File: config.mk
export PLATFORM = sky130hd
export DESIGN_NAME = hex_read_reply_checker_top
export DESIGN_NICKNAME = d
export VERILOG_FILES = /design/src/hw/rtl/hrrc_pkg.sv /design/src/hw/rtl/hex_read_reply_checker_top.sv
export SDC_FILE = /design/constraint.sdc
export NUM_CORES = 1
export LEC_CHECK = 0
export BUFFER_PORTS_ARGS = -buffer_cell sky130_fd_sc_hd__buf_2
export CORE_MARGIN = 3
export CORE_UTILIZATION = 35
export DETAILED_ROUTE_END_ITERATION = 10
export HOLD_SLACK_MARGIN = 0.1
export PLACE_DENSITY = 0.56
export SLEW_MARGIN = 5
export SYNTH_ARGS = -nofsm -noshare
export SYNTH_HDL_FRONTEND = slang
export SYNTH_SLANG_ARGS = --single-unit
export TNS_END_PERCENT = 5
File: constraint.sdc
create_clock -name clk_i -period 4.73 [get_ports clk_i]
set_clock_uncertainty 0.1 [all_clocks]
set_input_delay 0.473 -clock clk_i [delete_from_list [all_inputs] [get_ports clk_i]]
set_output_delay 0.473 -clock clk_i [all_outputs]
set_load 0.1 [all_outputs]
File: src/hw/rtl/hrrc_pkg.sv
// Package with the constants, status codes and hex decoding for the hex read reply checker.
package hrrc_pkg;

  localparam int unsigned FrameMax = 13;
  localparam int unsigned CountW   = 4;

  localparam logic [7:0] CharStx   = 8'h02;
  localparam logic [7:0] CharEtx   = 8'h03;
  localparam logic [7:0] CharSpace = 8'h20;
  localparam logic [7:0] CharGt    = 8'h3E;

  localparam logic [CountW-1:0] LenShort = 4'd11;
  localparam logic [CountW-1:0] LenLong  = 4'd13;

  typedef enum logic [1:0] {
    StOk        = 2'd0,
    StBadFrame  = 2'd1,
    StNoReply   = 2'd2,
    StBadNumber = 2'd3
  } status_e;

  typedef struct packed {
    logic       ok;
    logic [3:0] val;
  } hex_t;

  function automatic hex_t hex_digit(input logic [7:0] c);
    hex_t h;
    h.ok  = 1'b1;
    h.val = 4'd0;
    if (c >= 8'h30 && c <= 8'h39) begin
      h.val = 4'(c - 8'h30);
    end else if (c >= 8'h41 && c <= 8'h46) begin
      h.val = 4'(c - 8'h41 + 8'd10);
    end else if (c >= 8'h61 && c <= 8'h66) begin
      h.val = 4'(c - 8'h61 + 8'd10);
    end else begin
      h.ok = 1'b0;
    end
    return h;
  endfunction

endpackage

File: src/hw/rtl/hex_read_reply_checker_top.sv
// Top level of the hex read reply checker: frame capture, frame check and hex parse.
//
//   channel  direction  tdata                              tlast         tuser
//   s_axis   in         [7:0] rx_byte, [22:8] exp. command end_of_reply  no_reply
//   m_axis   out        [15:0] value                       -             [1:0] status
//
// A new request is accepted in every cycle while the output register is empty or being drained.
// A reply result appears in the output register in the cycle after its last request is accepted.
// The output register holds a result until it is taken; requests are accepted
// meanwhile as long as the output register is empty or being drained.
// Reset clears the byte count and the output valid; stored bytes are not cleared.
module hex_read_reply_checker_top (
  input  logic        clk_i,
  input  logic        rst_ni,
  input  logic        s_axis_tvalid_i,
  output logic        s_axis_tready_o,
  input  logic [23:0] s_axis_tdata_i,  // [7:0] rx_byte, [22:8] expected_command, [23] zero
  input  logic        s_axis_tlast_i,
  input  logic        s_axis_tuser_i,  // [0] no_reply
  output logic        m_axis_tvalid_o,
  input  logic        m_axis_tready_i,
  output logic [15:0] m_axis_tdata_o,  // [15:0] value
  output logic [1:0]  m_axis_tuser_o   // [1:0] status
);

  logic [hrrc_pkg::CountW-1:0] cnt_q, cnt_d;
  logic [7:0] store_q [hrrc_pkg::FrameMax];
  logic [7:0] eff [hrrc_pkg::FrameMax];
  logic        out_valid_q, out_valid_d;
  logic [15:0] out_value_q, out_value_d;
  hrrc_pkg::status_e out_status_q, out_status_d;

  logic [7:0]  rx_byte;
  logic [14:0] cmd;
  logic        accept, room, reply_end;
  logic [hrrc_pkg::CountW-1:0] len;
  logic        len13, len_ok, fields_ok, etx_ok, sum_ok, frame_ok;
  logic [7:0]  x9, x11;
  hrrc_pkg::hex_t dig [4];
  logic [15:0] val;
  logic        any_digit, run;

  assign rx_byte   = s_axis_tdata_i[7:0];
  assign cmd       = s_axis_tdata_i[22:8];
  assign s_axis_tready_o = !out_valid_q || m_axis_tready_i;
  assign accept    = s_axis_tvalid_i && s_axis_tready_o;
  assign room      = cnt_q < 4'(hrrc_pkg::FrameMax);
  assign reply_end = s_axis_tlast_i || s_axis_tuser_i;

  always_comb begin
    for (int i = 0; i < hrrc_pkg::FrameMax; i++) begin
      eff[i] = (!s_axis_tuser_i && room && cnt_q == 4'(i)) ? rx_byte : store_q[i];
    end
  end

  always_comb begin
    if (s_axis_tuser_i || !room) begin
      len = cnt_q;
    end else begin
      len = cnt_q + 4'd1;
    end
  end

  always_comb begin
    len13  = len == hrrc_pkg::LenLong;
    len_ok = len13 || len == hrrc_pkg::LenShort;
    fields_ok = eff[0] == hrrc_pkg::CharStx &&
                eff[1] == {1'b0, cmd[14:8]} &&
                eff[2] == {1'b0, cmd[6:0]} &&
                eff[3] == hrrc_pkg::CharSpace;
    if (len13) begin
      fields_ok = fields_ok && eff[4] == hrrc_pkg::CharSpace &&
                  eff[5] == hrrc_pkg::CharSpace && eff[6] == hrrc_pkg::CharGt;
    end else begin
      fields_ok = fields_ok && eff[4] == hrrc_pkg::CharGt;
    end
    x9 = 8'd0;
    for (int i = 1; i <= 9; i++) begin
      x9 = x9 ^ eff[i];
    end
    x11 = x9 ^ eff[10] ^ eff[11];
    etx_ok = len13 ? (eff[11] == hrrc_pkg::CharEtx) : (eff[9] == hrrc_pkg::CharEtx);
    sum_ok = len13 ? (eff[12] == x11) : (eff[10] == x9);
    frame_ok = len_ok && fields_ok && etx_ok && sum_ok;
  end

  always_comb begin
    for (int i = 0; i < 4; i++) begin
      dig[i] = hrrc_pkg::hex_digit(len13 ? eff[7 + i] : eff[5 + i]);
    end
    val = 16'd0;
    run = 1'b1;
    for (int i = 0; i < 4; i++) begin
      run = run && dig[i].ok;
      if (run) begin
        val = {val[11:0], dig[i].val};
      end
    end
    any_digit = dig[0].ok;
  end

  always_comb begin
    cnt_d        = cnt_q;
    out_valid_d  = out_valid_q && !m_axis_tready_i;
    out_status_d = out_status_q;
    out_value_d  = out_value_q;
    if (accept) begin
      if (reply_end) begin
        cnt_d       = '0;
        out_valid_d = 1'b1;
        out_value_d = 16'd0;
        if (len == '0) begin
          out_status_d = hrrc_pkg::StNoReply;
        end else if (!frame_ok) begin
          out_status_d = hrrc_pkg::StBadFrame;
        end else if (!any_digit) begin
          out_status_d = hrrc_pkg::StBadNumber;
        end else begin
          out_status_d = hrrc_pkg::StOk;
          out_value_d  = val;
        end
      end else if (room) begin
        cnt_d = cnt_q + 4'd1;
      end
    end
  end

  always_ff @(posedge clk_i or negedge rst_ni) begin
    if (!rst_ni) begin
      cnt_q       <= '0;
      out_valid_q <= 1'b0;
    end else begin
      cnt_q       <= cnt_d;
      out_valid_q <= out_valid_d;
    end
  end

  always_ff @(posedge clk_i) begin
    out_status_q <= out_status_d;
    out_value_q  <= out_value_d;
    if (accept && !s_axis_tuser_i && room) begin
      store_q[cnt_q] <= rx_byte;
    end
  end

  assign m_axis_tvalid_o = out_valid_q;
  assign m_axis_tdata_o  = out_value_q;
  assign m_axis_tuser_o  = out_status_q;

endmodule

# --- Word level (Yosys, flattened, before mapping) ---
# Memories as Yosys holds them, arrays and structs flattened.
# Cells that the tools add are included.
totals:
  reg_bits: 23
  mem_bits_rw: 104
  in_bits: 30
  out_inout_bits: 20
  elab_cells: 202
  mem_count: 1
classes:
  add_sub_neg: 21
  n_lt_le_gt_ge: 25
  eq_ne: 26
  muxes: 56
  n_bitwise: 12
  n_reduce_logical: 57
mem_list:
  columns: ["memory", "depth", "width", "read_ports", "rd_clocked_by_memory_dff", "wr", "line_no", "rtl"]
  rows:
  - ["store_q", 13, 8, 13, 0, 1, "hex_read_reply_checker_top.sv:27", "logic [7:0] store_q [hrrc_pkg::FrameMax];"]
ops:
  columns: ["cell", "n"]
  rows:
  - ["2-to-1 mux 8 bit", 18]
  - ["XOR 8 bit", 10]
  - [">= comparator 8 x 7 -> 1 bit (second input constant)", 8]
  - ["less-or-equal comparator 8 x 7 -> 1 bit (second input constant)", 8]
  - ["2-to-1 mux 4 bit", 15]
  - ["subtractor 4 x 1 -> 4 bit (second input constant)", 12]
  - ["logical AND 1 bit", 43]
  - ["equality test 8 x 6 -> 1 bit (second input constant)", 5]
  - ["adder 4 bit (second input constant)", 8]
  - [">= comparator 8 x 6 -> 1 bit (second input constant)", 4]
  - ["less-or-equal comparator 8 x 6 -> 1 bit (second input constant)", 4]
  - ["2-to-1 mux 16 bit", 2]
  - ["equality test 4 bit (second input constant)", 7]
  - ["equality test 8 x 2 -> 1 bit (second input constant)", 3]
  - ["2-to-1 mux 1 bit", 19]
  - ["equality test 4 x 3 -> 1 bit (second input constant)", 4]
  - ["equality test 8 x 7 -> 1 bit", 2]
  - ["equality test 8 bit", 2]
  - ["equality test 4 x 2 -> 1 bit (second input constant)", 2]
  - ["zero test 4 bit", 2]
  - ["adder 4 x 1 -> 4 bit (second input constant)", 1]
  - ["equality test 4 x 1 -> 1 bit (second input constant)", 1]
  - ["zero test 1 bit", 4]
  - ["logical OR 1 bit", 4]
  - ["other kinds (6)", 9]

# --- Longest topological paths before layout ---
depth:
  depth_word: 19
  mapped_depth: 23
  ltp_nobuf: 19

# --- Least setup slack after synthesis ---
# OpenSTA, ideal clock, no wires.
synth_path:
  path_type: "register -> register"
  start: "register cnt_q[0] (netlist name)"
  end: "register out_value_q[5], in the netlist m_axis_tdata_o[5] (data pin)"
  setup_ps: 256
  arrival_time_ps: 4476
  t_required_ps: 4374
  slack_ps: -101
  stages_incl_launch_ff: 22
  path_cell_list: "dfrtp_1 > clkbuf_1 > inv_1 > ha_1 > nor2b_1 > o2111ai_1 > a21oi_1 > buf_2 > buf_2 > buf_2 > buf_1 > nor3_1 > nor3_1 > inv_1 > ha_1 > nor2_1 > nor3_1 > o2111a_1 > a41oi_1 > clkbuf_1 > a21oi_1 > o211a_1"
synth_between:
  elab_chain_cells: 19
  word_cells_on_any_way: 169
  cone_classes: "add/sub: 16; order compare: 25; eq/ne: 26; mux: 45; bitwise: 12; reduce/logical: 45"
synth_rtl:
  columns: ["item", "line_no", "rtl"]
  rows:
  - ["start, declared", "hex_read_reply_checker_top.sv:26", "logic [hrrc_pkg::CountW-1:0] cnt_q, cnt_d;"]
  - ["start signal, assigned", "hex_read_reply_checker_top.sv:133", "cnt_q <= cnt_d;"]
  - ["branches (longest 19 deep; another with less-than comparator 4 bit)", null, null]
  - ["end signal, assigned", "hex_read_reply_checker_top.sv:140", "out_value_q <= out_value_d;"]
  - ["end, declared", "hex_read_reply_checker_top.sv:30", "logic [15:0] out_value_q, out_value_d;"]
# Several ways; the timed one is not identified.
# A chain may end at the register's enable or synchronous reset.

# --- Final worst setup path ---
layout_path:
  start: "register cnt_q[0] (netlist name)"
  end: "register out_value_q[10], in the netlist m_axis_tdata_o[10] (data pin)"
# Same word-level chain as after synthesis.

==> impl_metrics.json <==
{
  "run_status": "finished, final reports clean",
  "ys_seq_area_share_pct": 38.35,
  "ir_worst_vdd_v": 0.0002118,
  "crit_path_max_fanout": 15,
  "drt_wl_total_microns": 34180,
  "clkSlewWorstSetupHoldPaths_ps": 70,
  "ys_async_sr_fraction_pct": 3.937,
  "finalSetupViolations": 0,
  "rsz0062_at_grt": "yes",
  "grt_pass1_vias": 8408,
  "layout_commonest_cell": "edfxtp_1",
  "crit_path_max_incr_delay_ps": 640,
  "routed_via_density": 6.167,
  "rr_worst_depth": 13,
  "timing.fmax_mhz": 221.4,
  "grt_start_max_net_pins": 35,
  "grt_overflow_total": 0,
  "antenna_found_initial": 0,
  "path_class": "flip-flop to flip-flop",
  "die-area_sq_mm": 0.03028,
  "grt_pass1_wl_microns": 51530,
  "place_area_sq_mm": 0.01082,
  "rows": 60,
  "path_buf_inv": 2,
  "cts_buffers": 17,
  "ys_types": 87,
  "r2r-start": "cnt_q[0]",
  "yosys.area_share.adder_pct": 2.153,
  "slew_headroom_pct": 30.81,
  "cap_violations": 0,
  "start_kind": "flip-flop",
  "tightestPinTransition_ps": 1035,
  "vias": 9066,
  "cts_buffer_depth": 2,
  "synth_compound_area_share_pct": 23.57,
  "crit_arrival_ps": 4620,
  "synth_seq_cells": 127,
  "synth_area_sq_mm": 0.009879,
  "die_h_microns": 174.0,
  "post-route-drc-count": 0,
  "place_inst": 1436,
  "netlist_instances": 1027,
  "clk_latency_ps": 430,
  "final_cells": 1470,
  "drt-initial-drc-count": 1095,
  "synth-main-ff-cell": "edfxtp_1",
  "wire_per_inst_microns": 23.25,
  "yosysWarnings": 0,
  "clock-root-buffer": "clkbuf_16",
  "die_w_microns": 174.0,
  "power_leakage_uw": 0.003913,
  "pwr_density_cell_mw_per_mm2": 261.5,
  "h-tree-depth": 4,
  "start_util_pct": 36.15,
  "core-area_sq_mm": 0.02733,
  "antenna_left": 0,
  "num_io_pins": 50,
  "diodes": 0,
  "cp_top_family": "compound AO/OA/AOI/OAI gates",
  "cpMaxStageDelayCell": "or4b_4",
  "yosys.area_share.simple_pct": 17.84,
  "end_kind": "flip-flop",
  "finalCritPeriodShare_pct": 95.47,
  "globalplace.congestion": 0.9102,
  "synthMuxAreaShare_pct": 2.862,
  "synth_area_per_cell_sq_um": 9.620,
  "synth_nets": 1074,
  "finalNetCount": 1132,
  "drt_first_pass_iters": 6,
  "r2r_slack_ps": 210,
  "dp_hpwl_microns": 24050,
  "cts_sinks": 127,
  "hold_viol_final": 0,
  "synth_top_family_by_area": "compound AO/OA/AOI/OAI gates",
  "place.port_buffers": 47,
  "synth_xor_area_share_pct": 10.14,
  "fin_area_sq_mm": 0.01148,
  "period_minus_slack_ps": 4516,
  "crit_chain": "buf_4 -> ha_1 -> or4b_4 -> buf_4 -> o221a_2 -> o32ai_1 -> xnor2_1 -> xnor2_1 -> xnor3_1 -> nand4_1 -> o41ai_4 -> nand3_4 -> a2111oi_1",
  "synth_edf_count": 122,
  "finalMaxSlewViolations": 0,
  "area_growth_pct": 16.25,
  "total_power_uw": 3004,
  "most-common-layout-cells": "edfxtp_1, nor2_1, buf_4, xnor2_1, nand2_1",
  "holdCritPathClass": "input port to asynchronous set/reset pin",
  "cts_tree": "built",
  "critical_path_required_ps": 4840,
  "drive_above_1_share_pct": 19.13,
  "grt_util_all_layers_pct": 21.99,
  "rr_endpoint": "m_axis_tdata_o[10]"
}
[state kept, by name (all words and copies together), names as in the netlist]
register / flops
store_q: 104
m_axis_tdata_o: 16
cnt_q: 4
m_axis_tuser_o: 2
m_axis_tvalid_o: 1
[worst register-to-register path: stages, from the launching register on]
cell,delay [ps]
dfrtp_1,360
buf_4,180
ha_1,390
or4b_4,640
buf_4,220
o221a_2,240
o32ai_1,140
xnor2_1,200
xnor2_1,310
xnor3_1,180
nand4_1,190
o41ai_4,500
nand3_4,220
a2111oi_1,410
[cells by family after synthesis]
logic type,Yosys count
XOR/XNOR,104
AO/OA/AOI/OAI,319
flip-flops,127
AND/OR/NAND/NOR,320
multiplexers,27
adder cells (fa/ha/maj),17
buffers and inverters,113
[Yosys cell counts, drive strengths merged, types with 9 or more instances]
| cell type | instances | share of area (%) |
|---|---|---|
| a221o | 13 | 1.3 |
| o22ai | 21 | 1.3 |
| nor4 | 9 | 0.76 |
| clkbuf | 44 | 1.7 |
| a22oi | 17 | 1.3 |
| a211oi | 15 | 1.1 |
| o21ai | 60 | 3.0 |
| nor4b | 9 | 1.1 |
| nor2 | 89 | 3.4 |
| o221a | 11 | 1.3 |
| nor3 | 38 | 1.9 |
| ha | 17 | 2.2 |
| buf | 37 | 2.2 |
| o211ai | 9 | 0.73 |
| inv | 32 | 1.2 |
| xor2 | 29 | 2.6 |
| o221ai | 19 | 1.7 |
| nand3 | 32 | 1.7 |
| mux2i | 20 | 2.1 |
| nand4 | 16 | 1.0 |
| nand2 | 58 | 2.2 |
| a221oi | 29 | 2.6 |
| a21oi | 52 | 2.6 |
| edfxtp | 122 | 37 |
| o31ai | 9 | 0.68 |
| xnor2 | 70 | 6.4 |
[how the worst max path moves through the flow]
stage,startpoint,end,slack (ps),cells after the start
6_report,cnt_q[0],m_axis_tdata_o[10],210,13
5_1_grt,cnt_q[0],m_axis_tdata_o[13],-8,14
4_1_cts,cnt_q[0],m_axis_tdata_o[13],110,15
3_5_place_dp,cnt_q[0],m_axis_tdata_o[13],150,15
3_3_place_gp,cnt_q[0],m_axis_tdata_o[13],170,15
2_1_floorplan,cnt_q[0],m_axis_tdata_o[9],-60,21
[per-stage QoR]
step	setup TNS (ps)	hold slack [ps]	utilization [%]	worst slack (ps)
detailed placement	0	196.8	39.59	148.2
global route	-7.651	293.5	42.03	-7.651
floorplan	-240.2	77.41	-	-58.36
global placement	0	193.7	39.59	167.0
finish	0	281.3	42.03	214.1
CTS	0	280.1	41.71	109.1
[cell type report]
cell class | instances | area (sq um)
clock inverters | 15 | 143.9
repair buffers | 120 | 848.3
clock buffers | 17 | 425.4
inverters | 32 | 120.1
multi-input cells | 787 | 5693
flip-flops and latches | 127 | 3789
well taps | 372 | 465.4
fillers | 2687 | 15840
[report_power, final]
group	internal [uW]	switching, uW
Sequential	1250	7.26
Clock	773	553
Combinational	129	289
Total	2150	849
[metal layers]
layer  wire (microns)  track usage [%]
met1            15400            32.20
met2            15510            33.36
met3             2630            3.670
met4              641            6.434
met5                0                0
[what timing repair did]
item	CTS	global route
setup buffers	0	1
setup endpoints to repair	0	16
gates resized for setup	0	14
hold buffers	1	0
endpoints found under the hold margin	5	0
No activity file was read; power rests on OpenSTA's default activity.
